--- src/rtl/spg_pkg.sv ---
package spg_pkg;

  // Sponge state geometry.
  localparam int STATE_W    = 136;
  localparam int PERM_MOD   = 135;
  localparam int PERM_MUL   = 34;
  localparam int NIBBLES    = STATE_W / 4;
  localparam int BYTE_W     = 8;

  // Round constant LFSR.
  localparam int LFSR_W                 = 7;
  localparam logic [LFSR_W-1:0] LFSR_INIT = 7'h7A;

  // Counter widths follow the parameter ranges of the block.
  localparam int RND_CNT_W = 7;
  localparam int SQZ_CNT_W = 5;

  // Padding byte for the end of a message.
  localparam logic [BYTE_W-1:0] PAD_BYTE = 8'h80;

  // Sequencer states, one-hot.
  typedef enum logic [4:0] {
    ST_IDLE   = 5'b00001,
    ST_ABSORB = 5'b00010,
    ST_PAD    = 5'b00100,
    ST_EMIT   = 5'b01000,
    ST_SQZ    = 5'b10000
  } spg_state_t;

  // Result item handed to the output register.
  typedef struct packed {
    logic              last;
    logic [BYTE_W-1:0] data;
  } spg_item_t;

  // Spongent S-box.
  function automatic logic [3:0] sbox(input logic [3:0] x);
    logic [3:0] y;
    unique case (x)
      4'h0: y = 4'hE;
      4'h1: y = 4'hD;
      4'h2: y = 4'hB;
      4'h3: y = 4'h0;
      4'h4: y = 4'h2;
      4'h5: y = 4'h1;
      4'h6: y = 4'h4;
      4'h7: y = 4'hF;
      4'h8: y = 4'h7;
      4'h9: y = 4'hA;
      4'hA: y = 4'h8;
      4'hB: y = 4'h5;
      4'hC: y = 4'h9;
      4'hD: y = 4'hC;
      4'hE: y = 4'h3;
      default: y = 4'h6;
    endcase
    return y;
  endfunction

  // Next value of the round constant LFSR.
  function automatic logic [LFSR_W-1:0] lfsr_next(input logic [LFSR_W-1:0] s);
    return {s[LFSR_W-2:0], s[6] ^ s[5]};
  endfunction

endpackage

--- src/rtl/spongent128_sponge_hash_unit.sv ---
// Spongent-128/128/8 sponge hash, one permutation round per clock cycle.
// A message byte item keeps in_tready low while its permutation runs, so a new item is
// taken only after the last one is absorbed. An end-of-message item adds the padding
// permutation, then each digest byte is emitted with a squeeze permutation between bytes,
// waiting on receiver stalls; in_tready stays low until the last digest byte is loaded.
// Synchronous active-low reset clears the state to zero and empties the output.
module spongent128_sponge_hash_unit import spg_pkg::*; #(
  parameter int ROUNDS       = 70,
  parameter int DIGEST_BYTES = 16
) (
  input  logic              clk,
  input  logic              rst_n,
  input  logic              in_tvalid,
  output logic              in_tready,
  input  logic [BYTE_W-1:0] in_tdata,   // data_value[7:0]
  input  logic              in_tuser,   // has_data
  input  logic              in_tlast,   // end_of_message
  output logic              out_tvalid,
  input  logic              out_tready,
  output logic [BYTE_W-1:0] out_tdata,  // digest_value[7:0]
  output logic              out_tlast   // last_of_digest
);

  localparam logic [RND_CNT_W-1:0] RND_LAST = RND_CNT_W'(ROUNDS - 1);
  localparam logic [SQZ_CNT_W-1:0] SQZ_LAST = SQZ_CNT_W'(DIGEST_BYTES - 1);

  spg_state_t          fsm_r, fsm_nxt;
  logic [STATE_W-1:0]  sponge_r, sponge_nxt;
  logic [LFSR_W-1:0]   rc_r, rc_nxt;
  logic [RND_CNT_W-1:0] rnd_r, rnd_nxt;
  logic [SQZ_CNT_W-1:0] sqz_r, sqz_nxt;
  logic                end_r, end_nxt;
  logic [STATE_W-1:0]  round_out;
  logic                in_acc;
  logic                out_free;
  logic                out_load;
  spg_item_t           out_item;

  spg_round u_round (
    .state_i (sponge_r),
    .rc_i    (rc_r),
    .state_o (round_out)
  );

  spg_out_reg u_out (
    .clk        (clk),
    .rst_n      (rst_n),
    .load_i     (out_load),
    .item_i     (out_item),
    .free_o     (out_free),
    .out_tvalid (out_tvalid),
    .out_tready (out_tready),
    .out_tdata  (out_tdata),
    .out_tlast  (out_tlast)
  );

  assign in_tready = (fsm_r == ST_IDLE);
  assign in_acc    = in_tvalid && in_tready;

  assign out_item.data = sponge_r[BYTE_W-1:0];
  assign out_item.last = (sqz_r == SQZ_LAST);
  assign out_load      = (fsm_r == ST_EMIT) && out_free;

  // Sequencer around the shared round unit.
  always_comb begin
    fsm_nxt    = fsm_r;
    sponge_nxt = sponge_r;
    rc_nxt     = rc_r;
    rnd_nxt    = rnd_r;
    sqz_nxt    = sqz_r;
    end_nxt    = end_r;
    unique case (fsm_r)
      ST_IDLE: begin
        rc_nxt  = LFSR_INIT;
        rnd_nxt = '0;
        sqz_nxt = '0;
        if (in_acc) begin
          end_nxt = in_tlast;
          if (in_tuser) begin
            sponge_nxt[BYTE_W-1:0] = sponge_r[BYTE_W-1:0] ^ in_tdata;
            fsm_nxt = ST_ABSORB;
          end else if (in_tlast) begin
            sponge_nxt[BYTE_W-1:0] = sponge_r[BYTE_W-1:0] ^ PAD_BYTE;
            fsm_nxt = ST_PAD;
          end
        end
      end
      ST_ABSORB, ST_PAD, ST_SQZ: begin
        sponge_nxt = round_out;
        rc_nxt     = lfsr_next(rc_r);
        rnd_nxt    = rnd_r + 1'b1;
        if (rnd_r == RND_LAST) begin
          rc_nxt  = LFSR_INIT;
          rnd_nxt = '0;
          if (fsm_r == ST_ABSORB) begin
            // Pad right after the byte's permutation when the message ends.
            if (end_r) begin
              sponge_nxt[BYTE_W-1:0] = round_out[BYTE_W-1:0] ^ PAD_BYTE;
              fsm_nxt = ST_PAD;
            end else begin
              fsm_nxt = ST_IDLE;
            end
          end else begin
            fsm_nxt = ST_EMIT;
          end
        end
      end
      ST_EMIT: begin
        if (out_free) begin
          if (sqz_r == SQZ_LAST) begin
            sponge_nxt = '0;
            sqz_nxt    = '0;
            fsm_nxt    = ST_IDLE;
          end else begin
            sqz_nxt = sqz_r + 1'b1;
            fsm_nxt = ST_SQZ;
          end
        end
      end
      default: begin
        fsm_nxt = ST_IDLE;
      end
    endcase
  end

  // Control registers.
  always_ff @(posedge clk) begin
    if (!rst_n) begin
      fsm_r    <= ST_IDLE;
      sponge_r <= '0;
      rc_r     <= LFSR_INIT;
      rnd_r    <= '0;
      sqz_r    <= '0;
      end_r    <= 1'b0;
    end else begin
      fsm_r    <= fsm_nxt;
      sponge_r <= sponge_nxt;
      rc_r     <= rc_nxt;
      rnd_r    <= rnd_nxt;
      sqz_r    <= sqz_nxt;
      end_r    <= end_nxt;
    end
  end

endmodule

--- src/rtl/spg_round.sv ---
module spg_round import spg_pkg::*; (
  input  logic [STATE_W-1:0] state_i,
  input  logic [LFSR_W-1:0]  rc_i,
  output logic [STATE_W-1:0] state_o
);

  logic [STATE_W-1:0] with_rc;
  logic [STATE_W-1:0] subbed;

  // Add the round constant to byte 0 and its bit reversal to byte 16.
  always_comb begin
    with_rc = state_i;
    with_rc[LFSR_W-1:0] = state_i[LFSR_W-1:0] ^ rc_i;
    for (int k = 0; k < LFSR_W; k++) begin
      with_rc[STATE_W-1-k] = state_i[STATE_W-1-k] ^ rc_i[k];
    end
  end

  // S-box layer over all nibbles.
  always_comb begin
    for (int n = 0; n < NIBBLES; n++) begin
      subbed[4*n +: 4] = sbox(with_rc[4*n +: 4]);
    end
  end

  // Bit permutation: bit i moves to (i * 34) mod 135, the top bit stays.
  for (genvar i = 0; i < PERM_MOD; i++) begin : g_perm
    localparam int DST = (i * PERM_MUL) % PERM_MOD;
    assign state_o[DST] = subbed[i];
  end
  assign state_o[STATE_W-1] = subbed[STATE_W-1];

endmodule

--- src/rtl/spg_out_reg.sv ---
module spg_out_reg import spg_pkg::*; (
  input  logic              clk,
  input  logic              rst_n,
  input  logic              load_i,
  input  spg_item_t         item_i,
  output logic              free_o,
  output logic              out_tvalid,
  input  logic              out_tready,
  output logic [BYTE_W-1:0] out_tdata,
  output logic              out_tlast
);

  logic      valid_r, valid_nxt;
  spg_item_t item_r;

  // The register can take a new item when empty or being drained.
  assign free_o = !valid_r || out_tready;

  always_comb begin
    valid_nxt = valid_r;
    if (load_i) begin
      valid_nxt = 1'b1;
    end else if (out_tready) begin
      valid_nxt = 1'b0;
    end
  end

  always_ff @(posedge clk) begin
    if (!rst_n) begin
      valid_r <= 1'b0;
    end else begin
      valid_r <= valid_nxt;
    end
  end

  // Payload needs no reset.
  always_ff @(posedge clk) begin
    if (load_i) begin
      item_r <= item_i;
    end
  end

  assign out_tvalid = valid_r;
  assign out_tdata  = item_r.data;
  assign out_tlast  = item_r.last;

endmodule

--- config.mk ---
export PLATFORM = sky130hd
export DESIGN_NAME = spongent128_sponge_hash_unit
export DESIGN_NICKNAME = d
export VERILOG_FILES = /design/src/rtl/spg_pkg.sv /design/src/rtl/spongent128_sponge_hash_unit.sv /design/src/rtl/spg_round.sv /design/src/rtl/spg_out_reg.sv
export SDC_FILE = /design/constraint.sdc
export NUM_CORES = 1
export LEC_CHECK = 0
export ABC_CLOCK_PERIOD_IN_PS = 3200
export BUFFER_PORTS_ARGS = -buffer_cell sky130_fd_sc_hd__buf_2
export CAP_MARGIN = 25
export CORE_MARGIN = 2
export CORE_UTILIZATION = 35
export DETAILED_ROUTE_END_ITERATION = 10
export PLACE_DENSITY = 0.57
export SYNTH_ARGS = -nofsm -noshare
export SYNTH_HDL_FRONTEND = slang
export SYNTH_SLANG_ARGS = --single-unit
--- constraint.sdc ---
create_clock -name clk -period 3.2 [get_ports clk]
set_input_delay 0.64 -clock clk [delete_from_list [all_inputs] [get_ports clk]]
set_output_delay 0.64 -clock clk [all_outputs]
set_load 0.02 [all_outputs]
==> impl_metrics.csv, run 1 <==
group,metric,value,unit
timing,max_slew_margin,0.351,
synthesis,yosys_warnings,0,
synthesis,ys_ff_latch,291,
timing,period_minus_slack,3.00,ns
timing,rsz0062_at_grt,"false",
placement,dp_cells,2108,
die,start_util,0.355,
worst_setup_path,crit_slowest_cell,"dfxtp_1",
die,ios,25,
timing,hold_viol,0,
synthesis,yosysSeqAreaShare,0.398,
worst_setup_path,crit_arrival,3.45,ns
worst_setup_path,endpoint_kind,"flip-flop",
placement,dp_hpwl,23500,um
timing,finalSetupTns,0,ns
worst_setup_path,crit_required,3.65,ns
die,dieArea,44200,um2
die,die_w,210,um
layout,antenna_cells,0,
timing,tightest_slew,0.968,ns
synthesis,synth_edf_count,9,
hold_path,hold_path.class,"input port to flip-flop",
clock_network,cts_htree_levels,2,
synthesis,netlist_top_cells_area,"dfxtp_1, ha_1, mux2i_1, mux4_2, a21oi_1",
worst_setup_path,slowest_delay,0.55,ns
grt,grt_max_degree,50,
placement,globalplace.congestion,0.798,
synthesis,synth_area,14900,um2
synthesis,synth_cells,1555,
synthesis,synth_common_cells,"dfxtp_1, inv_1, ha_1, a21oi_1, mux2i_1",
clock_network,cts_tree,"built",
layout,syn_to_final_growth,15.5,%
detailed_routing,drtPass1Iterations,6,
synthesis,synth.largest_area_cell,"dfxtp_1",
synthesis,synth_top_area_frac,0.379,
worst_setup_path,crit_type,"flip-flop to flip-flop",
synthesis,synth_top_flop_cell,"dfxtp_1",
layout,fin_area,17200,um2
grt,grt_pass1_wl,56300,um
clock_network,path_clk_slew,0.06,ns
detailed_routing,drc,0,
synthesis,synth_nets,1695,
die,num_rows,75,
clock_network,clockBufferDepth,3,
grt,first_global_vias,10673,
flow_run,maxCapViolations,0,
clock_network,cts.hold.buffers_added,0,
synthesis,yosysMostFrequentCell,"dfxtp_1",
grt,grtUsageTotal,0.157,
worst_setup_path,path_max_fanout,39,
synthesis,synth_cell_types,65,
grt,antenna_found_initial,0,
layout,nets,1750,
detailed_routing,ant_nets,0,
clock_network,cts_root_buffer,"clkbuf_16",
detailed_routing,via_count,10797,
pwr,power.leakage,6.81,nW
grt,grt-ovfl-total,0,
placement,place_area,16000,um2
clock_network,numCtsBuffers,34,
worst_setup_path,crit_chain,"o21ai_1 > o211ai_2 > and2_2 > buf_12 > nand2_1 > a21oi_1 > ha_1 > mux4_2 > inv_1",
clock_network,clk_latency,0.51,ns
detailed_routing,wl,34800,um
detailed_routing,drtIter0Drc,699,
timing,layout_worst_path_cycle_share,0.937,
timing,finalClockSkew,0.0116,ns
timing,final_max_slew_viol_count,0,
detailed_routing,post_drt_wl_per_cell,16.0,um
layout,drive_gt1_frac,0.170,
run_status,outcome,"completed",
pwr,powerDensity,730,nW/um2
die,core_area,41900,um2
placement,portBuffers,24,
detailed_routing,avgViaCountPerCell,4.97,
timing,setup_viol,0,
timing,timing.fmax,334,MHz
layout,stdcell_count,2172,
worst_setup_path,start_kind,"flip-flop",
clock_network,cts_sinks,291,
synthesis,syn_area_per_cell,9.57,um2
pwr,max-vdd-ir-drop,322,uV
timing,hold_slack,0.427,ns
die,die_y,210,um
synthesis,async_reset_ff_frac,0,
-- critical path, delay by kind of cell (launching register included) --
kind	cells	cell delay [ns]
flops	1	0.55
mux	1	0.47
buf+inv	2	0.30
compound gates	3	0.85
fa+ha+maj	1	0.36
simple gates	2	0.37
-- power by group --
group          switching, mW  internal (mW)
Sequential             0.372           4.46
Clock                   1.52           2.29
Combinational           2.21           1.69
-- final timing paths --
kind                start                   end  slack [ns]  cells past startpoint
max              fsm_r[4]  u_round.state_o[112]        0.20                      9
min              in_tlast                 end_r        0.43                      3
max reg2reg      fsm_r[4]  u_round.state_o[112]        0.20                      9
min reg2reg  sponge_r[37]          sponge_r[37]        0.46                      2
-- cells by family (layout without fill, tap and decap cells) --
family	Yosys count	after routing	synth area share
muxes	156	156	0.131
buffers and inverters	232	309	0.0649
and+or+nand+nor	360	360	0.114
AOI/OAI and AO/OA	303	304	0.135
DFF	291	291	0.398
adders and majority gates	126	126	0.106
xor gates and xnor gates	87	87	0.0517
-- cell usage in the layout, fill, tap and decap left out, types with 33 or more instances in the layout --
cell,count
xor2_1,52
a21oi_2,47
nor2_1,73
mux2i_1,116
nand3_1,115
ha_1,126
clkbuf_16,37
dfxtp_1,282
inv_1,137
a21oi_1,119
nand2_1,107
xnor2_1,33
buf_4,70
-- flip-flops by register name, summed over array words and instances, names as in the netlist --
register,count
sponge_r,136
u_round.state_o,120
u_out.out_tdata,8
rc_r,7
rnd_r,7
fsm_r,5
sqz_r,5
end_r,1
u_out.out_tlast,1
u_out.out_tvalid,1
-- per-layer routing --
metal  up-vias  part of all wire  GRT usage
li1       5421                 -          -
met1      5165              0.47      0.205
met2       155              0.47      0.274
met3        56             0.033     0.0209
met4         0             0.021     0.0421
met5         -                 0          0
-- layout make-up --
class                      instances  area (um2)
clock buffer                      48        1020
clock inverter                    11        78.8
fill                            4061       24800
inverter                         143         542
multi-input combinational       1033        8060
sequential                       291        5920
tap                              539         674
timing repair buffer             107         906
-- repair_timing --
action	in CTS	in global routing
setup buffers	0	4
gates resized for setup	0	7
endpoints found under the setup margin	0	15
-- per-stage QoR --
stage                util  worst slack (ns)  power [mW]
floorplan               -             0.231        7.67
global placement    0.382             0.220        8.68
detailed placement  0.382             0.153        8.77
global route        0.410            0.0295        13.3
finish              0.410             0.202        12.5
CTS                 0.408             0.166        12.6
Note: power is estimated with default switching activity, not from simulation.
==> run 2, diff against run 1 <==
--- a/config.mk
+++ b/config.mk
@@ -11,7 +11,8 @@
 export CORE_MARGIN = 2
 export CORE_UTILIZATION = 35
 export DETAILED_ROUTE_END_ITERATION = 10
-export PLACE_DENSITY = 0.57
+export PLACE_DENSITY = 0.58
 export SYNTH_ARGS = -nofsm -noshare
 export SYNTH_HDL_FRONTEND = slang
+export SYNTH_HIERARCHICAL = 1
 export SYNTH_SLANG_ARGS = --single-unit
==> run 2 against run 1 <==
Synthesized cell count fell by 4.2%. Maximum frequency rose by 20%. Clock-buffer cell count fell by 27. Total power fell by 25%. Largest cell class unchanged.
==> impl_metrics.csv, run 2 <==
group,metric,value,unit
die,core_area,35600,um2
hold_path,hold_depth,2,
clock_network,clockBufferDepth,2,
clock_network,cts_tree,"built",
detailed_routing,via_count,9906,
pwr,net-switching-power,3.87,mW
clock_network,cts_htree_levels,4,
pwr,total_power,9.37,mW
worst_setup_path,reg2reg_depth,8,
synthesis,synth_area,12600,um2
timing,layout_worst_path_cycle_share,0.780,
layout,antenna_cells,0,
grt,grt_max_degree,129,
synthesis,yosysMostFrequentCell,"a21oi_1",
pwr,p_seq_frac,0.362,
detailed_routing,ant_nets,0,
worst_setup_path,crit_type,"flip-flop to output pin",
placement,globalplace.congestion,0.811,
timing,finalClockSkew,0.0114,ns
pwr,power.leakage,4.70,nW
timing,period_minus_slack,2.50,ns
worst_setup_path,rr_startpoint,"fsm_r[2]",
layout,layout_commonest_cell,"a21oi_1",
synthesis,yosysSeqAreaShare,0.278,
worst_setup_path,start_kind,"flip-flop",
layout,syn_to_final_growth,6.82,%
synthesis,synth_cell_types,65,
placement,portBuffers,24,
clock_network,cts.hold.buffers_added,0,
synthesis,synth_cells,1489,
grt,first_global_vias,9391,
die,die_w,194,um
synthesis,syn_area_per_cell,8.48,um2
pwr,powerDensity,695,nW/um2
synthesis,async_reset_ff_frac,0,
worst_setup_path,path_max_fanout,10,
worst_setup_path,crit_arrival,1.86,ns
timing,final_max_slew_viol_count,0,
layout,final_cell_mix,"a21oi_1, dfxtp_1, nand2_1",
layout,nets,1570,
clock_network,cts_setup_buffers,0,
layout,largest_reg_flops,136,
grt,grt_pass1_wl,47300,um
synthesis,netlist_top_cells_area,"dfxtp_1, ha_1, mux2i_1, a21oi_1, nand3_1",
timing,finalSetupTns,0,ns
timing,timing.fmax,401,MHz
clock_network,cts_sinks,171,
detailed_routing,drtIter0Drc,654,
layout,largest_register,"sponge_r",
detailed_routing,wl,28100,um
die,ios,25,
clock_network,post_cts_resized,0,
worst_setup_path,r2r_end,"sponge_r[84]",
hold_path,min_to,"sqz_r[4]",
die,dieArea,37600,um2
timing,tightest_slew,0.692,ns
timing,rsz0062_at_grt,"false",
die,start_util,0.355,
grt,grtUsageTotal,0.149,
synthesis,synth_top_area_frac,0.257,
die,num_rows,69,
detailed_routing,drc,0,
timing,max_slew_margin,0.539,
layout,seq_area,3510,um2
synthesis,ys_ff_latch,171,
clock_network,cts_root_buffer,"clkbuf_16",
synthesis,synth_nets,1637,
layout,multiInputGateArea,8180,um2
worst_setup_path,reg2reg_slack,0.88,ns
grt,grt-ovfl-total,0,
worst_setup_path,crit_required,2.56,ns
timing,hold_viol,0,
detailed_routing,drtPass1Iterations,5,
synthesis,synth_top_flop_cell,"dfxtp_1",
layout,drive_gt1_frac,0.0920,
pwr,p_comb_frac,0.427,
clock_network,path_clk_slew,0.06,ns
synthesis,synth_common_cells,"a21oi_1, dfxtp_1, nand2_1, nand3_1, ha_1",
pwr,swShare,0.413,
placement,dp_hpwl,18800,um
pwr,power.internal,5.50,mW
synthesis,yosys_warnings,6,
worst_setup_path,endpoint_kind,"output pin",
hold_path,worstHoldStart,"sqz_r[4]",
detailed_routing,post_drt_wl_per_cell,14.8,um
clock_network,numCtsBuffers,17,
die,die_y,194,um
clock_network,clk_latency,0.44,ns
run_status,outcome,"completed",
synthesis,synth_edf_count,9,
pwr,max-vdd-ir-drop,401,uV
hold_path,hold_path.class,"flip-flop to flip-flop",
timing,setup_viol,0,
detailed_routing,avgViaCountPerCell,5.22,
layout,n_fill_cell,3609,
synthesis,synth.largest_area_cell,"dfxtp_1",
pwr,clkPwrFrac,0.211,
flow_run,maxCapViolations,0,
grt,antenna_found_initial,0,
## run 2: cell count changes after synthesis, moves of 39 or more
cell      previous run  this run
a21oi_2             43         1
nand2_1            108       149
xor2_1              53        14
clkbuf_1            36        86
a21oi_1            123       174
dfxtp_1            282       162
## run 2: metal layers
layer	wire [um]	GRT usage	part of all wire
met1	14100	0.203	0.50
met2	13200	0.252	0.47
met3	546	0.0183	0.019
met4	296	0.0354	0.011
met5	0	0	0
## run 2: layout make-up
type,instances,area share
clock inverter,11,0.00640
timing repair buffer,37,0.0189
clock buffer,21,0.0342
sequential,171,0.261
tap,461,0.0428
inverter,108,0.0303
multi-input combinational,1087,0.607
## run 2: how the worst max path moves through the flow
stage | start | endpoint | slack, ns | depth (start not counted)
after detailed placement | out_tready | sponge_r[79] | 0.90 | 8
after floorplan | rc_r[6] | sponge_r[134] | 1.36 | 5
final | fsm_r[1] | in_tready | 0.70 | 4
after global placement | out_tready | sponge_r[74] | 0.94 | 8
after global routing | fsm_r[2] | in_tready | 0.56 | 4
after CTS | fsm_r[1] | in_tready | 0.67 | 4
## run 2: per-stage QoR
| stage | util | std cells | cell area (um2) | setup WS (ns) | hold slack (ns) |
|---|---|---|---|---|---|
| 2_1_floorplan | - | 1489 | 12600 | 1.36 | 0.423 |
| 3_3_place_gp | 0.364 | 1864 | 12900 | 0.937 | 0.431 |
| 3_5_place_dp | 0.364 | 1864 | 12900 | 0.901 | 0.449 |
| 4_1_cts | 0.379 | 1896 | 13500 | 0.669 | 0.441 |
| 5_1_grt | 0.379 | 1896 | 13500 | 0.558 | 0.493 |
| 6_report | 0.379 | 1896 | 13500 | 0.704 | 0.455 |
## run 2: logic make-up (layout without fill, tap and decap cells)
| family | after synthesis | count (layout) | share of synthesized area |
|---|---|---|---|
| buffers and inverters | 231 | 177 | 0.0751 |
| adder cells (fa/ha/maj) | 134 | 134 | 0.133 |
| XOR/XNOR | 62 | 62 | 0.0484 |
| flip-flops | 171 | 171 | 0.278 |
| multiplexers | 166 | 166 | 0.162 |
| AO/OA/AOI/OAI | 295 | 295 | 0.142 |
| AND/OR/NAND/NOR | 430 | 430 | 0.161 |
## run 2: worst max-delay path, cell delays in order (launching register included)
cell     delay [ns]
dfxtp_1        0.44
nor3_2         0.33
nand2_1        0.24
inv_1          0.20
buf_2          0.19
## run 2: power by group through the flow
stage	clock network (mW)	registers [mW]	logic, mW
3_5_place_dp	0	3.45	3.99
4_1_cts	2.02	3.40	4.01
5_1_grt	2.10	3.51	4.50
6_report	1.98	3.40	4.00
2_1_floorplan	0	2.97	3.58
3_3_place_gp	0	3.42	3.90
==> run 3, diff against run 2 <==
--- a/config.mk
+++ b/config.mk
@@ -5,7 +5,8 @@
 export SDC_FILE = /design/constraint.sdc
 export NUM_CORES = 1
 export LEC_CHECK = 0
-export ABC_CLOCK_PERIOD_IN_PS = 3200
+export ABC_AREA = 1
+export ABC_CLOCK_PERIOD_IN_PS = 2400
 export BUFFER_PORTS_ARGS = -buffer_cell sky130_fd_sc_hd__buf_2
 export CAP_MARGIN = 25
 export CORE_MARGIN = 2
==> constraint.sdc (replaced) <==
create_clock -name clk -period 2.4 [get_ports clk]
set_input_delay 0.48 -clock clk [delete_from_list [all_inputs] [get_ports clk]]
set_output_delay 0.48 -clock clk [all_outputs]
set_load 0.02 [all_outputs]
==> run 3 against run 2 <==
Cell count grew 31%. Setup slack lost 0.40 ns. Area after synthesis grew 1.6%. Total power grew 77%. Register-to-register slack lost 0.51 ns.
==> impl_metrics.csv, run 3 <==
group,metric,value,unit
synthesis,syn_area_per_cell,6.39,um2
detailed_routing,drc,0,
placement,place_area,13300,um2
clock_network,cts_root_buffer,"clkbuf_16",
timing,timing.fmax,478,MHz
die,die_y,195,um
die,dieArea,38200,um2
timing,finalClockSkew,0.0126,ns
grt,grt-ovfl-total,0,
grt,grtUsageTotal,0.158,
synthesis,synth_edf_count,9,
detailed_routing,post_drt_wl_per_cell,12.1,um
clock_network,clk_latency,0.45,ns
synthesis,synth_area,12800,um2
layout,final_cell_mix,"nand2_1, nor2_1, inv_1",
die,core_area,36300,um2
layout,drive_gt1_frac,0.0613,
synthesis,synth_top_family_by_area,"simple AND/OR/NAND/NOR gates",
synthesis,synth-adder-area-share,0.131,
timing,layout_worst_path_cycle_share,0.872,
timing,final_max_slew_viol_count,0,
worst_setup_path,crit_type,"flip-flop to output pin",
placement,globalplace.congestion,0.865,
layout,largest_register,"sponge_r",
placement,portBuffers,24,
layout,nets,2142,
synthesis,yosysSeqAreaShare,0.274,
synthesis,synth_nets,2155,
synthesis,async_reset_ff_frac,0,
die,ios,25,
grt,first_global_vias,10622,
detailed_routing,avgViaCountPerCell,4.77,
worst_setup_path,path_max_fanout,7,
synthesis,ys_ff_latch,171,
synthesis,synth_cell_types,39,
worst_setup_path,crit_arrival,1.61,ns
layout,largest_reg_flops,136,
synthesis,yosys_warnings,6,
detailed_routing,drtPass1Iterations,5,
detailed_routing,wl,29900,um
synthesis,synthMuxAreaShare,0,
layout,stdcell_count,2475,
layout,antenna_cells,0,
clock_network,cts_sinks,171,
die,num_rows,70,
die,start_util,0.353,
detailed_routing,via_count,11807,
timing,rsz0062_at_grt,"false",
worst_setup_path,crit_required,1.92,ns
clock_network,path_clk_slew,0.07,ns
worst_setup_path,r2r_end,"sponge_r[107]",
pwr,powerDensity,1190,nW/um2
layout,final_util,0.382,
run_status,outcome,"completed",
pwr,power.leakage,6.72,nW
synthesis,yosys.area_share.simple,0.320,
worst_setup_path,start_kind,"flip-flop",
timing,max_slew_margin,0.505,
worst_setup_path,rr_startpoint,"sqz_r[0]",
worst_setup_path,reg2reg_slack,0.37,ns
detailed_routing,drtIter0Drc,640,
worst_setup_path,endpoint_kind,"output pin",
synthesis,synth.largest_area_cell,"dfxtp_1",
grt,antenna_found_initial,0,
placement,dp_hpwl,21100,um
timing,finalSetupTns,0,ns
timing,tightest_slew,0.743,ns
layout,syn_to_final_growth,8.10,%
synthesis,synth_top_flop_cell,"dfxtp_1",
worst_setup_path,reg2reg_depth,11,
clock_network,cts_tree,"built",
grt,grt_max_degree,129,
timing,setup_viol,0,
flow_run,maxCapViolations,0,
synthesis,yosysMostFrequentCell,"nand2_1",
clock_network,cts_htree_levels,4,
layout,layout_commonest_cell,"nand2_1",
die,die_w,195,um
clock_network,post_cts_resized,0,
timing,period_minus_slack,2.09,ns
synthesis,synth-compound-area-share,0.143,
clock_network,numCtsBuffers,17,
synthesis,synth_cells,2007,
grt,grt_pass1_wl,50600,um
timing,hold_viol,0,
synthesis,synth-xor-area-share,0.0347,
clock_network,cts_setup_buffers,0,
placement,dp_cells,2443,
worst_setup_path,critPathCapture,"in_tready",
clock_network,clockBufferDepth,2,
pwr,max-vdd-ir-drop,375,uV
synthesis,netlist_top_cells_area,"dfxtp_1, nand2_1, ha_1, nor2_1, inv_1",
layout,fin_area,13900,um2
detailed_routing,ant_nets,0,
clock_network,cts.hold.buffers_added,0,
hold_path,hold_path.class,"input port to flip-flop",
synthesis,synth_common_cells,"nand2_1, nor2_1, inv_1, dfxtp_1, ha_1",
worst_setup_path,crit_start,"fsm_r[0]",
synthesis,synth_top_area_frac,0.253,
## run 3: changes by cell type in the layout (fill, tap and decap cells not counted), sizes merged, moves of 69 or more
cell	previous run	this run
a21oi	175	106
o21ai	14	222
mux2i	132	0
nor2	56	238
nand3	139	67
nand2	149	723
inv	112	198
## run 3: worst min path at each step
stage / start / end / cells after the start
global route: in_tvalid / end_r / 3
floorplan: sponge_r[118] / sponge_r[118] / 2
global placement: sqz_r[1] / sqz_r[1] / 2
finish: in_tvalid / end_r / 3
detailed placement: sqz_r[1] / sqz_r[1] / 2
CTS: in_tvalid / end_r / 3
## run 3: power by group
part / total, mW / leakage [nW] / switching, mW / internal [mW]
clock: 2.92 / 0.296 / 1.35 / 1.58
sequential: 4.80 / 1.40 / 1.21 / 3.59
combinational: 8.83 / 5.03 / 5.53 / 3.30
## run 3: cell families (layout without fill, tap and decap cells)
logic type / Yosys count / in the layout
fa+ha+maj: 134 / 134
flops: 171 / 171
buf+inv: 263 / 263
xor+xnor: 50 / 50
compound gates: 350 / 350
simple gates: 1039 / 1039
## run 3: final cells by class
| type | instances | area (um2) |
|---|---|---|
| fill | 3822 | 22500 |
| sequential | 171 | 3510 |
| timing repair buffer | 41 | 373 |
| clock buffer | 17 | 425 |
| inverter | 190 | 723 |
| tap | 468 | 586 |
| multi-input combinational | 1573 | 8070 |
| clock inverter | 15 | 178 |
## run 3: routing by layer
layer  vias to the layer above  wire [um]  track usage  share of wire
met3                        21        699       0.0238          0.023
li1                       6307          -            -              -
met1                      5342      14800        0.204           0.50
met5                         -          0            0              0
met2                       137      14000        0.275           0.47
met4                         0        351       0.0424          0.012
## run 3: per-stage QoR
| step | total power, mW | hold slack, ns | worst slack (ns) |
|---|---|---|---|
| CTS | 16.6 | 0.316 | 0.286 |
| finish | 16.6 | 0.338 | 0.306 |
| global placement | 13.5 | 0.470 | 0.439 |
| global route | 18.4 | 0.331 | 0.120 |
| floorplan | 11.7 | 0.456 | 0.643 |
| detailed placement | 13.6 | 0.477 | 0.411 |
## run 3: worst max-delay path: stages, from the launching register on
cell,delay (ns)
dfxtp_1,0.42
inv_1,0.06
nor2_1,0.09
nand3_1,0.23
inv_1,0.19
buf_2,0.19
